--- config.mk ---
export PLATFORM = sky130hd
export DESIGN_NAME = noise_channel_lfsr_envelope
export DESIGN_NICKNAME = d
export VERILOG_FILES = /design/src/rtl/ncle_pkg.sv /design/src/rtl/noise_channel_lfsr_envelope.sv /design/src/rtl/ncle_timer.sv /design/src/rtl/ncle_env.sv /design/src/rtl/ncle_len.sv
export SDC_FILE = /design/constraint.sdc
export NUM_CORES = 1
export LEC_CHECK = 0
export ABC_AREA = 1
export BUFFER_PORTS_ARGS = -buffer_cell sky130_fd_sc_hd__clkbuf_2
export CORE_MARGIN = 2
export CORE_UTILIZATION = 36
export CTS_CLUSTER_DIAMETER = 200
export CTS_CLUSTER_SIZE = 20
export DETAILED_ROUTE_END_ITERATION = 12
export GPL_TIMING_DRIVEN = 1
export PLACE_DENSITY_LB_ADDON = 0.25
export RECOVER_POWER = 25
export SYNTH_ARGS = -nofsm -noshare
export SYNTH_HDL_FRONTEND = slang
export SYNTH_SLANG_ARGS = --single-unit
--- constraint.sdc ---
create_clock -name clk -period 5.57 [get_ports clk]
set_input_delay 0.2785 -clock clk [delete_from_list [all_inputs] [get_ports clk]]
set_output_delay 0.2785 -clock clk [all_outputs]
set_load 0.01 [all_outputs]
--- src/rtl/ncle_pkg.sv ---
// Shared types, command codes and lookup tables for the noise channel.
// Used by every module of the noise channel; depends on nothing.
package ncle_pkg;

  typedef enum logic [2:0] {
    CMD_REG_WRITE = 3'd0,
    CMD_TIMER     = 3'd1,
    CMD_ENV       = 3'd2,
    CMD_LEN       = 3'd3,
    CMD_ENABLE    = 3'd4
  } cmd_e;

  typedef enum logic [1:0] {
    OFF_ENV    = 2'd0,
    OFF_UNUSED = 2'd1,
    OFF_CTRL   = 2'd2,
    OFF_LEN    = 2'd3
  } reg_off_e;

  localparam logic [14:0] LFSR_RESET   = 15'd1;
  localparam logic [11:0] PERIOD_RESET = 12'h004;
  localparam logic [3:0]  DECAY_MAX    = 4'd15;

  typedef struct packed {
    logic [2:0] command;
    logic [1:0] reg_offset;
    logic [7:0] write_data;
  } in_item_t;

  typedef struct packed {
    logic [3:0] amplitude;
    logic       length_active;
  } out_item_t;

  typedef struct packed {
    logic       wr_env;
    logic       wr_ctrl;
    logic       wr_len;
    logic       timer_tick;
    logic       env_tick;
    logic       len_tick;
    logic       en_wr;
    logic [7:0] data;
  } ctrl_t;

  function automatic logic [11:0] period_lookup(input logic [4:0] idx);
    logic [11:0] p;
    case (idx)
      5'd0:  p = 12'h004;
      5'd1:  p = 12'h008;
      5'd2:  p = 12'h010;
      5'd3:  p = 12'h020;
      5'd4:  p = 12'h040;
      5'd5:  p = 12'h060;
      5'd6:  p = 12'h080;
      5'd7:  p = 12'h0A0;
      5'd8:  p = 12'h0CA;
      5'd9:  p = 12'h0FE;
      5'd10: p = 12'h17C;
      5'd11: p = 12'h1FC;
      5'd12: p = 12'h2FA;
      5'd13: p = 12'h3F8;
      5'd14: p = 12'h7F2;
      5'd15: p = 12'hFEC;
      5'd16: p = 12'h004;
      5'd17: p = 12'h008;
      5'd18: p = 12'h00E;
      5'd19: p = 12'h01E;
      5'd20: p = 12'h03C;
      5'd21: p = 12'h058;
      5'd22: p = 12'h076;
      5'd23: p = 12'h094;
      5'd24: p = 12'h0BC;
      5'd25: p = 12'h0EC;
      5'd26: p = 12'h162;
      5'd27: p = 12'h1D8;
      5'd28: p = 12'h2C4;
      5'd29: p = 12'h3B0;
      5'd30: p = 12'h762;
      5'd31: p = 12'hEC2;
      default: p = PERIOD_RESET;
    endcase
    return p;
  endfunction

  function automatic logic [7:0] length_lookup(input logic [4:0] idx);
    logic [7:0] l;
    case (idx)
      5'd0:  l = 8'd10;
      5'd1:  l = 8'd254;
      5'd2:  l = 8'd20;
      5'd3:  l = 8'd2;
      5'd4:  l = 8'd40;
      5'd5:  l = 8'd4;
      5'd6:  l = 8'd80;
      5'd7:  l = 8'd6;
      5'd8:  l = 8'd160;
      5'd9:  l = 8'd8;
      5'd10: l = 8'd60;
      5'd11: l = 8'd10;
      5'd12: l = 8'd14;
      5'd13: l = 8'd12;
      5'd14: l = 8'd26;
      5'd15: l = 8'd14;
      5'd16: l = 8'd12;
      5'd17: l = 8'd16;
      5'd18: l = 8'd24;
      5'd19: l = 8'd18;
      5'd20: l = 8'd48;
      5'd21: l = 8'd20;
      5'd22: l = 8'd96;
      5'd23: l = 8'd22;
      5'd24: l = 8'd192;
      5'd25: l = 8'd24;
      5'd26: l = 8'd72;
      5'd27: l = 8'd26;
      5'd28: l = 8'd16;
      5'd29: l = 8'd28;
      5'd30: l = 8'd32;
      5'd31: l = 8'd30;
      default: l = 8'd0;
    endcase
    return l;
  endfunction

endpackage

--- src/rtl/noise_channel_lfsr_envelope.sv ---
// Noise channel top level: input register, command decode, output register.
// Depends on ncle_pkg, ncle_timer, ncle_env and ncle_len.
// Results pass the input and output registers and are held until their own transfer.
// Throughput is one item per cycle unless stalled; state is updated in a single pass.
// Synchronous reset restores all channel state, the region and both stages.
// The configuration port is always ready and takes effect at the next control write.
module noise_channel_lfsr_envelope (
  input  logic                clk,
  input  logic                rst,
  input  logic                item_valid,
  output logic                item_stall,
  input  ncle_pkg::in_item_t  item,
  output logic                result_valid,
  input  logic                result_stall,
  output ncle_pkg::out_item_t result,
  input  logic                cfg_valid,
  output logic                cfg_ready,
  input  logic                cfg_data
);
  import ncle_pkg::*;

  logic      s1_valid;
  in_item_t  s1_item;
  logic      advance;
  logic      go;
  ctrl_t     ctrl;
  logic      pal_region;
  logic [14:0] lfsr_next;
  logic      halt_loop;
  logic      vol_fixed_next;
  logic [3:0] volume_setting_next;
  logic [3:0] env_decay_next;
  logic      channel_enabled_next;
  logic [7:0] length_count_next;
  out_item_t result_next;

  assign advance    = !result_valid || !result_stall;
  assign go         = s1_valid && advance;
  assign item_stall = s1_valid && !advance;
  assign cfg_ready  = 1'b1;

  always_comb begin
    ctrl            = '0;
    ctrl.data       = s1_item.write_data;
    case (s1_item.command)
      CMD_REG_WRITE: begin
        ctrl.wr_env  = go && (s1_item.reg_offset == OFF_ENV);
        ctrl.wr_ctrl = go && (s1_item.reg_offset == OFF_CTRL);
        ctrl.wr_len  = go && (s1_item.reg_offset == OFF_LEN);
      end
      CMD_TIMER:  ctrl.timer_tick = go;
      CMD_ENV:    ctrl.env_tick   = go;
      CMD_LEN:    ctrl.len_tick   = go;
      CMD_ENABLE: ctrl.en_wr      = go;
      default:    ctrl.data       = s1_item.write_data;
    endcase
  end

  ncle_timer u_timer (
    .clk        (clk),
    .rst        (rst),
    .ctrl       (ctrl),
    .pal_region (pal_region),
    .lfsr_next  (lfsr_next)
  );

  ncle_env u_env (
    .clk                 (clk),
    .rst                 (rst),
    .ctrl                (ctrl),
    .halt_loop           (halt_loop),
    .vol_fixed_next      (vol_fixed_next),
    .volume_setting_next (volume_setting_next),
    .env_decay_next      (env_decay_next)
  );

  ncle_len u_len (
    .clk                  (clk),
    .rst                  (rst),
    .ctrl                 (ctrl),
    .halt_loop            (halt_loop),
    .channel_enabled_next (channel_enabled_next),
    .length_count_next    (length_count_next)
  );

  always_comb begin
    result_next.length_active = (length_count_next != 8'd0);
    if (lfsr_next[0] || !channel_enabled_next || length_count_next == 8'd0) begin
      result_next.amplitude = 4'd0;
    end else if (vol_fixed_next) begin
      result_next.amplitude = volume_setting_next;
    end else begin
      result_next.amplitude = env_decay_next;
    end
  end

  always_ff @(posedge clk) begin
    if (rst) begin
      s1_valid     <= 1'b0;
      result_valid <= 1'b0;
      pal_region   <= 1'b0;
    end else begin
      if (!item_stall) begin
        s1_valid <= item_valid;
      end
      if (advance) begin
        result_valid <= s1_valid;
      end
      if (cfg_valid && cfg_ready) begin
        pal_region <= cfg_data;
      end
    end
  end

  always_ff @(posedge clk) begin
    if (item_valid && !item_stall) begin
      s1_item <= item;
    end
    if (go) begin
      result <= result_next;
    end
  end

  // A nonzero level is only ever reported with an active length counter.
  a_amp_needs_length: assert property (@(posedge clk) disable iff (rst)
    result_valid && result.amplitude != 4'd0 |-> result.length_active)
    else $error("amplitude nonzero with empty length counter");

  // The input side only stalls while a held item waits for the output register.
  a_stall_cause: assert property (@(posedge clk) disable iff (rst)
    item_stall |-> s1_valid && result_valid && result_stall)
    else $error("input stalled without a blocked result");

  // A held item that cannot move keeps the output register occupied.
  a_result_held: assert property (@(posedge clk) disable iff (rst)
    result_valid && result_stall |=> result_valid)
    else $error("pending result was lost");

endmodule

--- src/rtl/ncle_timer.sv ---
// Timer divider, period register and 15-bit noise LFSR.
// Depends on ncle_pkg for the control struct and the period table.
module ncle_timer (
  input  logic          clk,
  input  logic          rst,
  input  ncle_pkg::ctrl_t ctrl,
  input  logic          pal_region,
  output logic [14:0]   lfsr_next
);
  import ncle_pkg::*;

  logic [14:0] lfsr;
  logic [11:0] timer_count;
  logic [11:0] timer_count_next;
  logic [11:0] timer_period;
  logic [11:0] timer_period_next;
  logic        short_mode;
  logic        short_mode_next;
  logic        feedback;

  always_comb begin
    timer_count_next  = timer_count;
    timer_period_next = timer_period;
    short_mode_next   = short_mode;
    lfsr_next         = lfsr;
    feedback          = lfsr[0] ^ (short_mode ? lfsr[6] : lfsr[1]);
    if (ctrl.wr_ctrl) begin
      short_mode_next   = ctrl.data[7];
      timer_period_next = period_lookup({pal_region, ctrl.data[3:0]});
    end
    if (ctrl.timer_tick) begin
      if (timer_count == 12'd0) begin
        timer_count_next = timer_period - 12'd1;
        lfsr_next        = {feedback, lfsr[14:1]};
      end else begin
        timer_count_next = timer_count - 12'd1;
      end
    end
  end

  always_ff @(posedge clk) begin
    if (rst) begin
      lfsr         <= LFSR_RESET;
      timer_count  <= 12'd0;
      timer_period <= PERIOD_RESET;
      short_mode   <= 1'b0;
    end else begin
      lfsr         <= lfsr_next;
      timer_count  <= timer_count_next;
      timer_period <= timer_period_next;
      short_mode   <= short_mode_next;
    end
  end

  // The shift register can never reach the all-zero state.
  a_lfsr_nonzero: assert property (@(posedge clk) disable iff (rst) lfsr != 15'd0)
    else $error("noise LFSR reached zero");

  // An expiring tick reloads the counter from the period register.
  a_timer_reload: assert property (@(posedge clk) disable iff (rst)
    ctrl.timer_tick && timer_count == 12'd0 && !ctrl.wr_ctrl
      |=> timer_count == timer_period - 12'd1)
    else $error("timer did not reload on expiry");

endmodule

--- src/rtl/ncle_env.sv ---
// Envelope generator: volume and halt/loop register, divider and decay counter.
// Depends on ncle_pkg for the control struct and decay constant.
module ncle_env (
  input  logic            clk,
  input  logic            rst,
  input  ncle_pkg::ctrl_t ctrl,
  output logic            halt_loop,
  output logic            vol_fixed_next,
  output logic [3:0]      volume_setting_next,
  output logic [3:0]      env_decay_next
);
  import ncle_pkg::*;

  logic       vol_fixed;
  logic [3:0] volume_setting;
  logic       halt_loop_next;
  logic       start_pending;
  logic       start_pending_next;
  logic [3:0] env_divider;
  logic [3:0] env_divider_next;
  logic [3:0] env_decay;

  always_comb begin
    halt_loop_next      = halt_loop;
    vol_fixed_next      = vol_fixed;
    volume_setting_next = volume_setting;
    start_pending_next  = start_pending;
    env_divider_next    = env_divider;
    env_decay_next      = env_decay;
    if (ctrl.wr_env) begin
      halt_loop_next      = ctrl.data[5];
      vol_fixed_next      = ctrl.data[4];
      volume_setting_next = ctrl.data[3:0];
    end
    if (ctrl.wr_len) begin
      start_pending_next = 1'b1;
    end
    if (ctrl.env_tick) begin
      if (start_pending) begin
        start_pending_next = 1'b0;
        env_decay_next     = DECAY_MAX;
        env_divider_next   = volume_setting;
      end else if (env_divider != 4'd0) begin
        env_divider_next = env_divider - 4'd1;
      end else begin
        env_divider_next = volume_setting;
        if (env_decay != 4'd0) begin
          env_decay_next = env_decay - 4'd1;
        end else if (halt_loop) begin
          env_decay_next = DECAY_MAX;
        end
      end
    end
  end

  always_ff @(posedge clk) begin
    if (rst) begin
      halt_loop      <= 1'b0;
      vol_fixed      <= 1'b0;
      volume_setting <= 4'd0;
      start_pending  <= 1'b0;
      env_divider    <= 4'd0;
      env_decay      <= 4'd0;
    end else begin
      halt_loop      <= halt_loop_next;
      vol_fixed      <= vol_fixed_next;
      volume_setting <= volume_setting_next;
      start_pending  <= start_pending_next;
      env_divider    <= env_divider_next;
      env_decay      <= env_decay_next;
    end
  end

  // A tick with the start flag set restarts the decay at full level.
  a_env_start: assert property (@(posedge clk) disable iff (rst)
    ctrl.env_tick && start_pending |=> env_decay == DECAY_MAX)
    else $error("envelope start did not reload decay");

endmodule

--- src/rtl/ncle_len.sv ---
// Length counter and channel enable.
// Depends on ncle_pkg for the control struct and the length table.
module ncle_len (
  input  logic            clk,
  input  logic            rst,
  input  ncle_pkg::ctrl_t ctrl,
  input  logic            halt_loop,
  output logic            channel_enabled_next,
  output logic [7:0]      length_count_next
);
  import ncle_pkg::*;

  logic       channel_enabled;
  logic [7:0] length_count;

  always_comb begin
    channel_enabled_next = channel_enabled;
    length_count_next    = length_count;
    if (ctrl.wr_len && channel_enabled) begin
      length_count_next = length_lookup(ctrl.data[7:3]);
    end
    if (ctrl.len_tick && !halt_loop && length_count != 8'd0) begin
      length_count_next = length_count - 8'd1;
    end
    if (ctrl.en_wr) begin
      channel_enabled_next = ctrl.data[0];
      if (!ctrl.data[0]) begin
        length_count_next = 8'd0;
      end
    end
  end

  always_ff @(posedge clk) begin
    if (rst) begin
      channel_enabled <= 1'b0;
      length_count    <= 8'd0;
    end else begin
      channel_enabled <= channel_enabled_next;
      length_count    <= length_count_next;
    end
  end

  // A disabled channel always holds an empty length counter.
  a_len_disabled: assert property (@(posedge clk) disable iff (rst)
    !channel_enabled |-> length_count == 8'd0)
    else $error("length counter nonzero while disabled");

endmodule
Word-level counts from Yosys, hierarchy flattened. Memory sizes are Yosys's and may differ from the RTL's. A register that Yosys moved wholly into a read port is not among the register bits. Index checks and enable logic that the tools add are counted.

Memories: 2. Output and inout port bits: 8. Register bits: 85. ROM bits: 576. Input port bits: 19.

Memory list: (name not given) (depth 32, width 11, read ports 1, clocked after Yosys merged registers in 1, wr ports 0, line ncle_pkg.sv:48) `case (idx)`; (name not given) (depth 32, width 7, read ports 1, clocked after Yosys merged registers in 1, wr ports 0, line ncle_pkg.sv:88) `case (idx)`.

Add/subtract/negate cells: 5. Bitwise logic cells: 1. Multiplexer cells: 28. Reductions and logical operators: 27. Equal/unequal tests: 6.

Operator list (count): $mux 4 (9); $mux 8 (4); $sub 12x1->12 const B (2); $reduce_bool 8->1 (2); $logic_not 12->1 (1); $mux 1 (12); $mux 12 (1); $logic_and 1x1->1 (9); $logic_not 8->1 (1); $reduce_bool 4->1 (2); $sub 4x1->4 const B (2); $sub 8x1->8 const B (1); $eq 3x2->1 const B (2); $logic_not 1->1 (6); $mux 5 (1); $eq 2x2->1 const B (2); $eq 3x1->1 const B (1); $eq 3x3->1 const B (1); $logic_not 3->1 (1); $logic_or 1x1->1 (3); $mux 3 (1); $logic_not 2->1 (1); $reduce_and 2->1 (1); $xor 1x1->1 (1).

Logic depth before layout (Yosys ltp).
Depth in word-level cells: 12. Gate-level depth with buffers: 14. Gate-level depth less buffers: 14.

By module. Synthesis repeated with hierarchy kept, for this count alone.

Cell total of the unflattened synthesis: 792. Area total of the unflattened synthesis: 5280.1 um^2.

Modules (own cells, without submodules): ncle_timer (cells an instance 396, times used 1, area each 2560.0 um^2); ncle_len (cells an instance 182, times used 1, area each 1013.5 um^2); noise_channel_lfsr_envelope (cells an instance 84, times used 1, area each 894.6 um^2); ncle_env (cells an instance 130, times used 1, area each 812.0 um^2).

Worst setup path after synthesis. OpenSTA, ideal clock, no wires.

Kind: reg-to-reg. Start: register result_valid. End: register (tool-made name). Clock period less this slack: 2120 ps. Data required time: 5475 ps. Buffers on the path: 0. Arrival time: 2024 ps. Setup slack: 3450 ps. Cell stages (with the launch flop): 14. Cells stage by stage: dfxtp_1 nand2_2 inv_1 nand2_2 nand2_4 inv_2 or2_1 o21ai_1 inv_1 ha_1 or2_2 o21ai_0 nand2_1 o311ai_1.

RTL lines: from (decl) (line noise_channel_lfsr_envelope.sv:13) `output logic result_valid,`; from (signal assigned) (line noise_channel_lfsr_envelope.sv:107) `result_valid <= s1_valid;`.

==> impl_summary.md <==
Floorplan
The number of core rows is 43. The floorplan step defined a die boundary enclosing 0.0152 mm^2. The area of the placeable core is 0.0139 mm^2. In this run the horizontal extent of the chip is 123 um.

The initial cell density of the core is 0.369. The top-level port count is 27. The die outline height is 123 um.

Hold path
In this run the most critical hold path is launched from item[11]. Counting instances, the worst hold path has a depth of 1. The worst hold path terminates at s1_item[11]. The kind of path behind the tightest hold check is in2reg.

CTS
The clock passes through at most 2 buffers. Once the clock tree was built, the setup fixing pass inserted 0 buffers. The clock net sink count is 91. Counting the buffers created by CTS gives 9. The CTS H-tree depth is 3. The cell at the root of the clock tree is sky130_fd_sc_hd__clkbuf_16. After clock tree synthesis, the flow added hold-fix buffers numbering 0.

The clock slew at the register clock pins of the worst setup and hold paths is 0.08 ns. The clock tree from TritonCTS is yes. In this run, post-CTS repair resized a total of 0 instances. At the later pin of the worst-skew pair, clock insertion delay measures 0.36 ns.

Worst setup path
In this run the register-to-register setup slack is 2.84 ns. The kind of capture point of the worst setup path is a register. STA puts the critical path data required time at 5.82 ns.

The maximum fanout count along the critical path is 15. The depth of the worst register-to-register path is 13. The element type at the critical path start is a register. For the worst setup path, the data arrival time is 2.97 ns. In this run the critical register-to-register path is launched from result_valid. The critical path class is reg2reg.

Flow run
The max-capacitance violation count is 0.

Routing
The routed design has 11500 um of wire. The first detailed-routing pass took 5 iterations. Dividing the detail-routed wire length by the instance count gives 12.8 um. After detailed routing, the number of remaining DRC violations is 0.

Once detail routing completed, the nets flagged for antenna violations numbered 0. Dividing the detail-routed via count by the number of cells gives 4.91. The total via count after detailed routing is 4425.

The detailed router finished its first iteration with 263 violations.

Finish
The number of antenna diodes is 0. The post-route cell area is 0.00567 mm^2. The final standard cell utilization of the core is 0.407. For this run, the post-layout net count is 753. The layout overhead on the synthesized area is 10.5%. The share of final-layout standard cells stronger than drive strength 1 is 0.110. The library cells used most frequently in the layout, excluding fill and tap cells, are 124 x sky130_fd_sc_hd__nand2_1, 94 x sky130_fd_sc_hd__inv_1, 76 x sky130_fd_sc_hd__nor2_1, 73 x sky130_fd_sc_hd__dfxtp_1, 63 x sky130_fd_sc_hd__o21ai_0. The leading cell type in the layout, fill and taps excluded is sky130_fd_sc_hd__nand2_1.

STA
The final critical-path required period is 2.73 ns. For the final database, setup skew stands at 0.0120 ns. The worst hold slack is 0.111 ns. The final clock period utilization by the worst path is 0.489. The final setup TNS is 0 ns. Static timing analysis puts the maximum clock frequency at 367 MHz. For the pin with the worst max-slew slack, the measured transition is 0.653 ns. The max-slew violation count is 0. Setup violations remaining at the end of the flow were counted as 0. The worst-case headroom to the max-slew limit is 0.564. The final number of hold-violating endpoints is 0. Setup repair after global routing left no endpoint under its margin.

Status
The run finished with clean final reports.

Logic synthesis
The synthesized area divided by synthesized cell count is 7.38 um^2. For this run, the register share of the synthesized area comes to 0.390. The number of enable flip-flop cells after synthesis is 18. Among all flip-flop cells after synthesis, the most frequent one is sky130_fd_sc_hd__dfxtp_1. Yosys printed 0 warnings. The proportion of synthesized flip-flops having asynchronous set or reset is 0.

The count of mapped cells out of synthesis is 696. The count of different cell masters after synthesis is 50. Synthesis inferred 91 register bits. The cell area that synthesis handed to floorplanning was 0.00514 mm^2.

Synthesis produced a netlist with a net count of 733.

Global route
The overall routing resource usage is 0.159. The number of global-route vias before repair was 3951. The total overflow left after global routing is 0. Entering global routing, the biggest net connects 43 pins. The first-pass GRT wire length is 19000 um. The initial antenna violation count came to 0.

Place
At the end of routability-driven placement, the weighted congestion stood at 0.858. Input and output buffers added on the ports amount to 25. The post-placement cell area is 0.00541 mm^2. After legalization and detailed placement, the total HPWL measured 8440 um.

Power and ir drop
For this design the ratio of total power to cell area is 261 mW/mm^2. For this design the static power due to leakage is 2.45 nW. The maximum VDD drop is 0.000154 V.
layout make-up:
cell class | count | area [um^2]
Clock buffer | 10 | 239
Clock inverter | 6 | 65.1
Fill cell | 1409 | 8260
Inverter | 108 | 408
Multi-Input combinational cell | 480 | 2620
Sequential cell | 91 | 2000
Tap cell | 180 | 225
Timing Repair Buffer | 26 | 114
Yosys cell counts, drive strengths merged, types with 5 or more instances:
cell    instances  share of area
o221ai          5         0.0085
a31oi           7         0.0085
or2             5         0.0061
buf             6         0.0080
clkbuf         11         0.0080
edfxtp         18           0.11
nand2         136           0.11
nor3            6         0.0080
nand3          38          0.043
a21oi          51          0.050
nor2           92          0.086
xor2            9          0.015
nand4          10          0.013
o211ai          6         0.0088
inv           104          0.076
o21ai          71          0.072
dfxtp          73           0.28
ha             18          0.044
layer usage:
metal,global-route usage,wire length (um)
met1,0.214,5610
met2,0.252,5270
met3,0.0337,436
met4,0.0597,205
met5,0,0
kinds of logic after synthesis:
group	after synthesis	share of synthesized area
AND/OR/NAND/NOR	289	0.271
AO/OA/AOI/OAI	158	0.174
buffers and inverters	125	0.0962
flip-flops	91	0.390
adder cells (fa/ha/maj)	18	0.0438
XOR/XNOR	13	0.0222
other	1	0.000730
multiplexers	1	0.00195
stage by stage:
step	setup slack [ns]	power [mW]	cells
2_1_floorplan	3.45	0.828	696
3_3_place_gp	3.23	0.867	885
3_5_place_dp	3.14	0.867	885
4_1_cts	3.13	1.49	901
5_1_grt	2.54	1.54	901
6_report	2.84	1.48	901
report_power, final:
| group | switching (mW) | internal, mW | total, mW |
|---|---|---|---|
| logic | 0.0975 | 0.0452 | 0.143 |
| clock network | 0.299 | 0.330 | 0.629 |
| registers | 0.0151 | 0.692 | 0.707 |
state kept, by name, indices dropped and copies added (netlist names), 4 cells and up, named ones only:
signal and flops:
ctrl 8, u_env.env_decay 4, s1_item 5, u_timer.timer_period 11
u_timer.timer_count 12, result 5, u_env.volume_setting 4, u_env.env_divider 4
u_timer.lfsr 15, u_len.length_count 8
critical path: stages (launching register included):
cell                       delay (ns)
sky130_fd_sc_hd__dfxtp_1         0.34
sky130_fd_sc_hd__nand2_1         0.08
sky130_fd_sc_hd__inv_1           0.06
sky130_fd_sc_hd__nand2_1         0.08
sky130_fd_sc_hd__nand2_1         0.29
sky130_fd_sc_hd__inv_1           0.36
sky130_fd_sc_hd__or2_1           0.32
sky130_fd_sc_hd__o21ai_1         0.20
sky130_fd_sc_hd__inv_1           0.15
sky130_fd_sc_hd__ha_1            0.20
sky130_fd_sc_hd__or2_2           0.30
sky130_fd_sc_hd__o21ai_0         0.08
sky130_fd_sc_hd__nand2_1         0.07
sky130_fd_sc_hd__o311ai_1        0.09
worst max path at each step:
stage,from,end,slack (ns)
2_1_floorplan,result_valid,register,3.45
3_3_place_gp,u_timer.timer_count[0],result[3],3.23
3_5_place_dp,u_timer.timer_count[0],result[3],3.14
4_1_cts,u_timer.timer_count[0],result[3],3.13
5_1_grt,result_valid,register,2.54
6_report,result_valid,register,2.84
No activity file was read; power rests on OpenSTA's default activity.
